$ cat src/rtl/gcb_pkg.sv
// ----------------------------------------------------------------------------
// gcb_pkg
// Shared types and constants for the greedy change breakdown block.
// ----------------------------------------------------------------------------
package gcb_pkg;

    localparam int TABLE_DEPTH = 16;
    localparam int VAL_W       = 31;
    localparam int ACT_W       = 2;
    localparam int CNT_W       = $clog2(TABLE_DEPTH + 1);
    localparam int IDX_W       = (TABLE_DEPTH > 1) ? $clog2(TABLE_DEPTH) : 1;

    // Action codes of an input item
    localparam logic [ACT_W-1:0] ACT_LOAD     = 2'd0;
    localparam logic [ACT_W-1:0] ACT_CLEAR    = 2'd1;
    localparam logic [ACT_W-1:0] ACT_WITHDRAW = 2'd2;

    typedef struct packed {
        logic [ACT_W-1:0] action;
        logic [VAL_W-1:0] value;
    } in_item_t;

    typedef struct packed {
        logic [VAL_W-1:0] denomination;
        logic [VAL_W-1:0] note_count;
        logic [VAL_W-1:0] unpaid;
        logic             last;
    } out_item_t;

    typedef enum logic [1:0] {
        OP_LOAD,
        OP_CLEAR,
        OP_WITHDRAW
    } cmd_op_t;

    typedef struct packed {
        cmd_op_t          op;
        logic [VAL_W-1:0] value;
    } cmd_t;

    typedef struct packed {
        logic full;
        logic empty;
    } q_status_t;

endpackage

$ cat src/rtl/gcb_front.sv
// ----------------------------------------------------------------------------
// gcb_front
// Accepts input items, drops those with no effect and tags the rest as
// commands for the command queue.
// ----------------------------------------------------------------------------
module gcb_front
    import gcb_pkg::*;
(
    input  logic      in_valid,
    output logic      in_stall,
    input  in_item_t  in_data,
    input  q_status_t q_stat,
    output logic      push,
    output cmd_t      push_cmd
);

    logic keep;

    always_comb
    begin
        keep           = 1'b0;
        push_cmd.op    = OP_LOAD;
        push_cmd.value = in_data.value;
        case (in_data.action)
            ACT_LOAD:
            begin
                // a zero denomination never enters the table
                keep        = (in_data.value != '0);
                push_cmd.op = OP_LOAD;
            end
            ACT_CLEAR:
            begin
                keep        = 1'b1;
                push_cmd.op = OP_CLEAR;
            end
            ACT_WITHDRAW:
            begin
                keep        = 1'b1;
                push_cmd.op = OP_WITHDRAW;
            end
            default:
            begin
                keep = 1'b0;
            end
        endcase
    end

    assign in_stall = q_stat.full;
    assign push     = in_valid && !q_stat.full && keep;

endmodule

$ cat src/rtl/gcb_queue.sv
// ----------------------------------------------------------------------------
// gcb_queue
// Two-entry command queue between the front and back parts.
// ----------------------------------------------------------------------------
module gcb_queue
    import gcb_pkg::*;
(
    input  logic      clk,
    input  logic      rst_n,
    input  logic      push,
    input  cmd_t      push_cmd,
    input  logic      pop,
    output cmd_t      head,
    output q_status_t q_stat
);

    cmd_t       entry_reg [2];
    logic       wr_ptr_reg;
    logic       rd_ptr_reg;
    logic [1:0] fill_reg;

    logic do_push;
    logic do_pop;

    assign do_push = push && (fill_reg != 2'd2);
    assign do_pop  = pop && (fill_reg != 2'd0);

    always_ff @(posedge clk or negedge rst_n)
    begin
        if (!rst_n)
        begin
            wr_ptr_reg <= 1'b0;
            rd_ptr_reg <= 1'b0;
            fill_reg   <= 2'd0;
        end
        else
        begin
            if (do_push)
            begin
                wr_ptr_reg <= !wr_ptr_reg;
            end
            if (do_pop)
            begin
                rd_ptr_reg <= !rd_ptr_reg;
            end
            if (do_push && !do_pop)
            begin
                fill_reg <= fill_reg + 2'd1;
            end
            else if (do_pop && !do_push)
            begin
                fill_reg <= fill_reg - 2'd1;
            end
        end
    end

    always_ff @(posedge clk)
    begin
        if (do_push)
        begin
            entry_reg[wr_ptr_reg] <= push_cmd;
        end
    end

    assign head         = entry_reg[rd_ptr_reg];
    assign q_stat.full  = (fill_reg == 2'd2);
    assign q_stat.empty = (fill_reg == 2'd0);

endmodule

$ cat src/rtl/gcb_back.sv
// ----------------------------------------------------------------------------
// gcb_back
// Executes commands: sorted insert into the denomination table, clear, and
// the greedy walk with a bit-serial restoring divider per denomination.
// ----------------------------------------------------------------------------
module gcb_back
    import gcb_pkg::*;
(
    input  logic      clk,
    input  logic      rst_n,
    input  q_status_t q_stat,
    input  cmd_t      head,
    output logic      pop,
    output logic      out_valid,
    input  logic      out_stall,
    output out_item_t out_data
);

    typedef enum logic [2:0] {
        ST_IDLE,
        ST_INS_CMP,
        ST_INS_SHIFT,
        ST_DIV,
        ST_EMIT
    } state_t;

    localparam logic [4:0] DIV_LAST = 5'(VAL_W - 1);

    state_t                 state_reg,   state_next;
    logic [CNT_W-1:0]       count_reg,   count_next;
    logic [IDX_W-1:0]       idx_reg,     idx_next;
    logic [VAL_W-1:0]       val_reg,     val_next;
    logic [VAL_W-1:0]       d_reg,       d_next;
    logic [VAL_W-1:0]       rem_reg,     rem_next;
    logic [VAL_W-1:0]       quo_reg,     quo_next;
    logic [4:0]             step_reg,    step_next;
    logic [TABLE_DEPTH-1:0] mask_reg,    mask_next;
    logic                   out_valid_reg, out_valid_next;
    out_item_t              out_data_reg,  out_data_next;

    logic [VAL_W-1:0] table_reg  [TABLE_DEPTH];
    logic [VAL_W-1:0] table_next [TABLE_DEPTH];

    logic [VAL_W:0]   shifted;
    logic             fits;
    logic             is_last;
    logic             slot_free;

    // one restoring division step
    assign shifted   = {rem_reg, quo_reg[VAL_W-1]};
    assign fits      = (shifted >= {1'b0, d_reg});
    assign is_last   = (count_reg == '0)
                    || ((CNT_W'({1'b0, idx_reg}) + CNT_W'(1)) == count_reg);
    assign slot_free = !out_valid_reg || !out_stall;

    always_comb
    begin
        state_next     = state_reg;
        count_next     = count_reg;
        idx_next       = idx_reg;
        val_next       = val_reg;
        d_next         = d_reg;
        rem_next       = rem_reg;
        quo_next       = quo_reg;
        step_next      = step_reg;
        mask_next      = mask_reg;
        out_valid_next = out_valid_reg;
        out_data_next  = out_data_reg;
        pop            = 1'b0;

        if (out_valid_reg && !out_stall)
        begin
            out_valid_next = 1'b0;
        end

        case (state_reg)
            ST_IDLE:
            begin
                if (!q_stat.empty)
                begin
                    pop = 1'b1;
                    case (head.op)
                        OP_LOAD:
                        begin
                            val_next = head.value;
                            // drop a load into a full table
                            if (count_reg != CNT_W'(TABLE_DEPTH))
                            begin
                                state_next = ST_INS_CMP;
                            end
                        end
                        OP_CLEAR:
                        begin
                            count_next = '0;
                        end
                        OP_WITHDRAW:
                        begin
                            idx_next = '0;
                            if (count_reg == '0)
                            begin
                                d_next     = '0;
                                quo_next   = '0;
                                rem_next   = head.value;
                                state_next = ST_EMIT;
                            end
                            else
                            begin
                                d_next     = table_reg[0];
                                quo_next   = head.value;
                                rem_next   = '0;
                                step_next  = '0;
                                state_next = ST_DIV;
                            end
                        end
                        default:
                        begin
                            state_next = ST_IDLE;
                        end
                    endcase
                end
            end
            ST_INS_CMP:
            begin
                for (int k = 0; k < TABLE_DEPTH; k++)
                begin
                    mask_next[k] = (CNT_W'(k) < count_reg) && (table_reg[k] >= val_reg);
                end
                state_next = ST_INS_SHIFT;
            end
            ST_INS_SHIFT:
            begin
                count_next = count_reg + CNT_W'(1);
                state_next = ST_IDLE;
            end
            ST_DIV:
            begin
                quo_next = {quo_reg[VAL_W-2:0], fits};
                rem_next = fits ? VAL_W'(shifted - {1'b0, d_reg}) : shifted[VAL_W-1:0];
                step_next = step_reg + 5'd1;
                if (step_reg == DIV_LAST)
                begin
                    state_next = ST_EMIT;
                end
            end
            ST_EMIT:
            begin
                if (slot_free)
                begin
                    out_valid_next             = 1'b1;
                    out_data_next.denomination = d_reg;
                    out_data_next.note_count   = quo_reg;
                    out_data_next.unpaid       = rem_reg;
                    out_data_next.last         = is_last;
                    if (is_last)
                    begin
                        state_next = ST_IDLE;
                    end
                    else
                    begin
                        // advance to the next denomination with what is left
                        idx_next   = idx_reg + IDX_W'(1);
                        d_next     = table_reg[idx_reg + IDX_W'(1)];
                        quo_next   = rem_reg;
                        rem_next   = '0;
                        step_next  = '0;
                        state_next = ST_DIV;
                    end
                end
            end
            default:
            begin
                state_next = ST_IDLE;
            end
        endcase
    end

    // insert: entries at or above the new value hold, the first lower one
    // takes the new value, the rest move down one place
    always_comb
    begin
        for (int k = 0; k < TABLE_DEPTH; k++)
        begin
            table_next[k] = table_reg[k];
        end
        if (state_reg == ST_INS_SHIFT)
        begin
            if (!mask_reg[0])
            begin
                table_next[0] = val_reg;
            end
            for (int k = 1; k < TABLE_DEPTH; k++)
            begin
                if (!mask_reg[k])
                begin
                    table_next[k] = mask_reg[k-1] ? val_reg : table_reg[k-1];
                end
            end
        end
    end

    always_ff @(posedge clk)
    begin
        for (int k = 0; k < TABLE_DEPTH; k++)
        begin
            table_reg[k] <= table_next[k];
        end
    end

    always_ff @(posedge clk or negedge rst_n)
    begin
        if (!rst_n)
        begin
            state_reg     <= ST_IDLE;
            count_reg     <= '0;
            idx_reg       <= '0;
            val_reg       <= '0;
            d_reg         <= '0;
            rem_reg       <= '0;
            quo_reg       <= '0;
            step_reg      <= '0;
            mask_reg      <= '0;
            out_valid_reg <= 1'b0;
            out_data_reg  <= '0;
        end
        else
        begin
            state_reg     <= state_next;
            count_reg     <= count_next;
            idx_reg       <= idx_next;
            val_reg       <= val_next;
            d_reg         <= d_next;
            rem_reg       <= rem_next;
            quo_reg       <= quo_next;
            step_reg      <= step_next;
            mask_reg      <= mask_next;
            out_valid_reg <= out_valid_next;
            out_data_reg  <= out_data_next;
        end
    end

    assign out_valid = out_valid_reg;
    assign out_data  = out_data_reg;

endmodule

$ cat src/rtl/greedy_change_breakdown_core.sv
// ----------------------------------------------------------------------------
// greedy_change_breakdown_core
// Greedy change breakdown over a sorted table of note denominations.
// ----------------------------------------------------------------------------
// A load runs a pick-up, a compare and a shift step in the back part, a
// clear only a pick-up; a withdrawal that reaches the head of the queue
// with the back part idle runs a pick-up, 31 divide steps and an output
// load. Each further denomination adds 31 divide steps and an output load,
// with the bit-serial divider giving one quotient bit a cycle; output stalls
// add to this, and no new command starts until the last result is loaded.
// Input transfers continue into a two-entry queue while the back part works.
// Reset (rst_n low, asynchronous) empties the table, the queue and the
// output register; table contents stay undefined until loaded.
// ----------------------------------------------------------------------------
module greedy_change_breakdown_core
    import gcb_pkg::*;
(
    input  logic      clk,
    input  logic      rst_n,
    input  logic      in_valid,
    output logic      in_stall,
    input  in_item_t  in_data,
    output logic      out_valid,
    input  logic      out_stall,
    output out_item_t out_data
);

    q_status_t q_stat;
    logic      push;
    cmd_t      push_cmd;
    logic      pop;
    cmd_t      head;

    // Front: take a transfer, drop items with no effect, queue the rest
    gcb_front u_front (
        .in_valid (in_valid),
        .in_stall (in_stall),
        .in_data  (in_data),
        .q_stat   (q_stat),
        .push     (push),
        .push_cmd (push_cmd)
    );

    // Queue: decouple acceptance from execution
    gcb_queue u_queue (
        .clk      (clk),
        .rst_n    (rst_n),
        .push     (push),
        .push_cmd (push_cmd),
        .pop      (pop),
        .head     (head),
        .q_stat   (q_stat)
    );

    // Back: hold the table, run inserts and the greedy division walk
    gcb_back u_back (
        .clk       (clk),
        .rst_n     (rst_n),
        .q_stat    (q_stat),
        .head      (head),
        .pop       (pop),
        .out_valid (out_valid),
        .out_stall (out_stall),
        .out_data  (out_data)
    );

endmodule
$ cat config.mk
export PLATFORM = sky130hd
export DESIGN_NAME = greedy_change_breakdown_core
export DESIGN_NICKNAME = d
export VERILOG_FILES = /design/src/rtl/gcb_pkg.sv /design/src/rtl/gcb_front.sv /design/src/rtl/gcb_queue.sv /design/src/rtl/gcb_back.sv /design/src/rtl/greedy_change_breakdown_core.sv
export SDC_FILE = /design/constraint.sdc
export NUM_CORES = 2
export LEC_CHECK = 0
export ABC_AREA = 1
export BUFFER_PORTS_ARGS = -buffer_cell sky130_fd_sc_hd__buf_2
export CORE_MARGIN = 2
export CORE_UTILIZATION = 30
export DETAILED_ROUTE_END_ITERATION = 8
export PLACE_DENSITY = 0.48
export SLEW_MARGIN = 20
export SYNTH_ARGS = -nofsm -noshare
export SYNTH_HDL_FRONTEND = slang
export SYNTH_SLANG_ARGS = --single-unit
$ cat constraint.sdc
create_clock -name clk -period 6.4 [get_ports clk]
set_input_delay 0.64 -clock clk [delete_from_list [all_inputs] [get_ports clk]]
set_output_delay 0.64 -clock clk [all_outputs]
set_load 0.05 [all_outputs]
Word-level counts from Yosys, hierarchy flattened --
Memories as Yosys holds them, arrays and structs flattened. Index checks and enable logic that the tools add are counted.
Storage, ports and cells: latch bits 0, bits in read-only memories 0, word-level logic and storage cells 217, input bits 37, output and inout port bits 96, register bits 256, memory bits (writable) 562, memories 2
Operators by class: reduce and logical (&&, ||, !) cells 51, bitwise operators 1, add/sub/neg operators 7, shift-type cells 0, magnitude comparators 33, multiply operators 0, muxes and demuxes 84, div/mod/pow operators 0, equal/unequal tests 22
Memories:
- u_back.table_reg | words 16, width 31, read ports 17, clocked after Yosys merged registers in 0, write ports 16, RTL line gcb_back.sv:41 | logic [VAL_W-1:0] table_reg [TABLE_DEPTH];
- u_queue.entry_reg | words 2, width 33, read ports 1, clocked after Yosys merged registers in 0, write ports 1, RTL line gcb_queue.sv:17 | cmd_t entry_reg [2];
Operator list (count):
- two-way mux 31 bit | 47
- greater-or-equal comparator 31 bit | 16
- two-way mux 496 bit | 1
- case mux 31 bit (3 select lines) | 2
- case mux 31 bit (2 select lines) | 1
- less-than comparator 4 x 5 -> 1 bit (first input constant) | 8
- two-way mux 5 bit | 7
- greater-or-equal comparator 32 x 31 -> 1 bit | 1
- nonzero test 31 bit | 1
- subtractor 31 bit | 1
- logical AND 1 bit | 23
- less-than comparator 3 x 5 -> 1 bit (first input constant) | 4
- two-way mux 4 bit | 4
- two-way mux 3 bit | 5
- case mux 5 bit (3 select lines) | 1
- AND reduction 5 bit | 3
- inequality test 2 bit (second input constant) | 7
- case mux 3 bit (4 select lines) | 1
- adder 5 x 1 -> 5 bit (second input constant) | 2
- less-than comparator 1 x 5 -> 1 bit (first input constant) | 2
- less-than comparator 2 x 5 -> 1 bit (first input constant) | 2
- case mux 5 bit (2 select lines) | 1
- case mux 3 bit (3 select lines) | 1
- case mux 4 bit (2 select lines) | 1
- 30 further kinds | 56

Logic depth before layout (Yosys ltp) --
word-level depth 9, depth in mapped cells 17, gate-level depth less buffers 16

Cells and area by module --
A second synthesis with hierarchy kept.
Second synthesis, totals: cells, all modules 6488, area total of the unflattened synthesis 53314.9 um^2
By module, submodules not included:
- gcb_back | sequential area each 21200.3 um^2, instances 1, area each 50241.9 um^2, cells each 6211
- gcb_queue | sequential area each 2082.0 um^2, instances 1, area each 2641.3 um^2, cells each 204
- gcb_front | sequential area each 0.0 um^2, instances 1, area each 431.7 um^2, cells each 73

Worst setup path after synthesis --
OpenSTA, ideal clock, no wires.
path kind input -> register, from input port in_data[31] (netlist name), to memory u_queue.entry_reg[0][0] (netlist name) (enable), cell stages on the path 4, setup slack 3442 ps, path buffers 0, arrival time 2535 ps, required time 5977 ps, setup time 423 ps, path through ha_1 -> nor3b_1 -> nand2_1 -> nor2_1
Between the ends: word-level cells in the longest chain between the ends 7, elaborated cells between the ends (all ways) 9, classes of those cells eq/ne (2); mux (3); reduce/logical (4)
Ends and longest elaborated chain:
- start, declared | RTL line greedy_change_breakdown_core.sv:22 | input in_item_t in_data,
- equality test 2 x 1 -> 1 bit or equality test 2 bit (tied branches) | RTL line gcb_front.sv:24 | case (in_data.action)
- OR reduction 2 bit (no line)
- case mux 1 bit (2 select lines) * | RTL line gcb_front.sv:24
- logical AND 1 bit * | RTL line gcb_front.sv:49 | assign push = in_valid && !q_stat.full && keep;
- logical AND 1 bit * | RTL line gcb_queue.sv:25 | assign do_push = push && (fill_reg != 2'd2);
- two-way mux 1 bit * | RTL line gcb_queue.sv:59 | if (do_push)
- two-way mux 1 bit (implied by the code) * | RTL line gcb_queue.sv:61 | entry_reg[wr_ptr_reg] <= push_cmd;
- end, declared | RTL line gcb_queue.sv:17
Mark *: on every way between the ends. The rest lies on a longest branch, timed or not.

Final worst setup path --
from register u_back.idx_reg[0], to register u_back.d_reg[10]
Between the ends: word-level cells in the longest chain between the ends 5, elaborated cells between the ends (all ways) 10, classes of those cells add/sub (2); eq/ne (2); mux (3); reduce/logical (2); memory (1)
Ends and longest elaborated chain:
- start, declared | RTL line gcb_back.sv:31 | logic [IDX_W-1:0] idx_reg, idx_next;
- start signal, assigned | RTL line gcb_back.sv:229 | idx_reg <= idx_next;
- adder 4 x 1 -> 4 bit or adder 4 x 1 -> 5 bit (tied branches) | RTL line gcb_back.sv:162, gcb_back.sv:53
- memory (16 x 31 bit) or equality test 5 bit (tied branches)
- two-way mux 31 bit or logical OR 1 bit (tied branches) | RTL line gcb_back.sv:154, gcb_back.sv:53
- two-way mux 31 bit or inequality test 2 bit (tied branches)
- case mux 31 bit (2 select lines) or AND reduction 5 bit (tied branches)
- end signal, assigned | RTL line gcb_back.sv:231 | d_reg <= d_next;
- end, declared | RTL line gcb_back.sv:33 | logic [VAL_W-1:0] d_reg, d_next;
Parallel ways exist; a longest one is shown, timed or not. The select of a mux whose other input is x is not followed. A chain may end at the register's enable or synchronous reset.

==> results.tsv <==
metric	value	unit
status	complete, no violations	
cp-start-kind	register	
seq_area_frac_synth	0.443	
detail-route-antenna-nets	0	
hold_viol	0	
required	7.00	ns
setup_viol	0	
r2r_end	u_back.d_reg[10]	
io_buffers	132	
grt-ovfl-total	0	
routed-wl-met3	9980	um
gp_congestion	0.958	
yosysWarningCount	0	
wl_per_cell	23.6	um
drc	0	
synth-seq-cells	818	
r2r_cells	8	
dp_hpwl	152000	um
grt_usage	0.223	
antenna_found_initial	0	
cts_tree	done	
rrSetupSlack	1.92	ns
grt_pass1_wl	299000	um
synthCells	6224	
worstMarginPinSlew	1.08	ns
hold_path.class	input pin to register	
area_growth	13.0	%
endpoint_kind	register	
crit_type	register to register	
p_per_area	517	mW/mm^2
worst_clock_skew	0.0923	ns
m1WireLength	89900	um
top_layer_used	met4	
grt_pass1_vias	44100	
clockBufferDepth	3	
yosysUniqueCellTypes	54	
clock-root-buffer	clkbuf_16	
cts.sinks	818	
critPathMaxFanout	141	
synth_area	0.0525	mm^2
slew_viol_final	0	
peakVddDrop	0.366	mV
insertion_delay	0.77	ns
clkTransAtPathRegs	0.06	ns
totalNegativeSetupSlack	0	ns
stdcell_area	0.0594	mm^2
coreArea	0.174	mm^2
nets	6804	
fmax	0.223	GHz
syn_nets	6799	
final_common_cell	nand2_1	
arrival	5.08	ns
cap_violations	0	
dieWidth	422	um
core.rowCount	153	
drtPass1Iterations	8	
place_area	0.0557	mm^2
r2r-start	u_back.idx_reg[0]	
cts_inserted_buffers	100	
drive_gt1_frac	0.0798	
hp-start	in_data[21]	
grt_max_degree	234	
viasPerCell	5.26	
syn_avg_cell_area	8.44	um^2
final_cell_mix	nand2_1, o21ai_0, a21oi_1, edfxtp_1, inv_1	
ios	133	
fin_crit	4.48	ns
die_h	422	um
p_leak	24.4	nW
min_to	u_queue.entry_reg[0][21]	
maxSlewHeadroom	0.275	
finalWirelength	204000	um
hold_depth	1	
rsz0062_at_grt	no	
die_area	0.178	mm^2
post-route-period-util	0.700	
largest_register_ffs	496	
cts_setup_buffers	0	
wl_met2	96300	um
vias	45400	
fillers	18000	
start_util	0.302	
drtIter0Drc	3951	
htreeDepth	3	
## cell families (layout without fill, tap and decap cells)
logic type	Yosys count	in the layout	synth area share
AND/OR/NAND/NOR	2161	2161	0.171
AO/OA/AOI/OAI	1741	1741	0.178
buffers and inverters	914	1007	0.0694
flip-flops	818	818	0.443
adder cells (fa/ha/maj)	538	538	0.128
multiplexers	32	32	0.00686
XOR/XNOR	20	20	0.00348
other	0	1	0
## stage by stage
stage	utilization	hold slack [ns]	setup slack, ns	power, W	instances
after global routing	0.341	0.0748	1.83	0.0328	8642
final	0.341	0.0826	1.92	0.0307	8643
after CTS	0.341	0.0390	1.83	0.0308	8642
after global placement	0.319	0.467	1.68	0.0243	8446
after detailed placement	0.320	0.469	1.92	0.0244	8451
after floorplan	-	0.344	3.44	0.0186	6224
## what timing repair did
action,4_1_cts,5_1_grt
endpoints found under the setup margin,0,0
gates resized for setup,0,0
hold buffers,1,0
hold endpoints to repair,55,0
## worst max path at each step
stage / from / endpoint / slack (ns) / cells after the start
finish: u_back.idx_reg[0] / u_back.d_reg[10] / 1.92 / 8
CTS: u_back.idx_reg[0] / u_back.d_reg[7] / 1.83 / 8
floorplan: in_data[31] / u_queue.entry_reg[0][0] / 3.44 / 4
global placement: u_back.idx_reg[0] / u_back.d_reg[12] / 1.68 / 8
detailed placement: u_back.idx_reg[0] / u_back.d_reg[7] / 1.92 / 8
global route: u_back.idx_reg[0] / u_back.d_reg[7] / 1.83 / 8
## Yosys cell counts, drive strengths merged
| cell | instances | area [um^2] |
|---|---|---|
| a211oi | 37 | 278 |
| a21boi | 31 | 233 |
| a21o | 3 | 22.5 |
| a21oi | 714 | 3580 |
| a221oi | 1 | 8.76 |
| a31oi | 2 | 12.5 |
| and2 | 2 | 12.5 |
| and3 | 3 | 18.8 |
| buf | 122 | 674 |
| clkbuf | 202 | 758 |
| clkinv | 33 | 124 |
| dfrtp | 256 | 6410 |
| edfxtp | 562 | 16900 |
| fa | 1 | 20.0 |
| ha | 537 | 6720 |
| inv | 557 | 2090 |
| mux2 | 32 | 360 |
| nand2 | 1226 | 4620 |
| nand3 | 245 | 1250 |
| nand3b | 1 | 7.51 |
| nand4 | 121 | 757 |
| nor2 | 479 | 1830 |
| nor3 | 39 | 200 |
| nor3b | 8 | 60.1 |
| nor4 | 31 | 194 |
| nor4b | 2 | 17.5 |
| o2111ai | 2 | 17.5 |
| o211a | 2 | 20.0 |
| o211ai | 75 | 563 |
| o21a | 11 | 82.6 |
| o21ai | 807 | 4040 |
| o21bai | 8 | 60.1 |
| o221ai | 38 | 333 |
| o22ai | 2 | 12.5 |
| o311ai | 1 | 8.76 |
| o31ai | 7 | 52.6 |
| or2 | 4 | 25.0 |
| xnor2 | 14 | 123 |
| xor2 | 6 | 60.1 |
## critical path, stage by stage (launching register included)
cell      delay [ns]
dfrtp_4         0.69
ha_4            1.03
buf_12          0.56
o211ai_1        0.33
nand3_1         0.30
a21oi_1         0.14
a211oi_1        0.76
nand2_1         0.12
o21ai_1         0.12
## final cells by class
type	count	area (um^2)	area share
Antenna cell	1	2.50	0.0000422
Tap cell	2325	2910	0.0490
Clock buffer	125	2710	0.0456
Multi-Input combinational cell	4492	25800	0.434
Clock inverter	65	946	0.0159
Sequential cell	818	23300	0.393
Timing Repair Buffer	227	1500	0.0252
Inverter	590	2220	0.0373
## where the power goes
group	internal, W	switching [W]
logic	0.00468	0.0112
registers	0.00719	0.00130
clock network	0.00373	0.00262
total	0.0156	0.0151
## per-layer routing
layer	vias to the layer above	track usage
met4	0	0.0824
met5	-	0
met3	254	0.0207
li1	21700	-
met1	22100	0.299
met2	1361	0.372
Note: power is estimated with default switching activity, not from simulation.
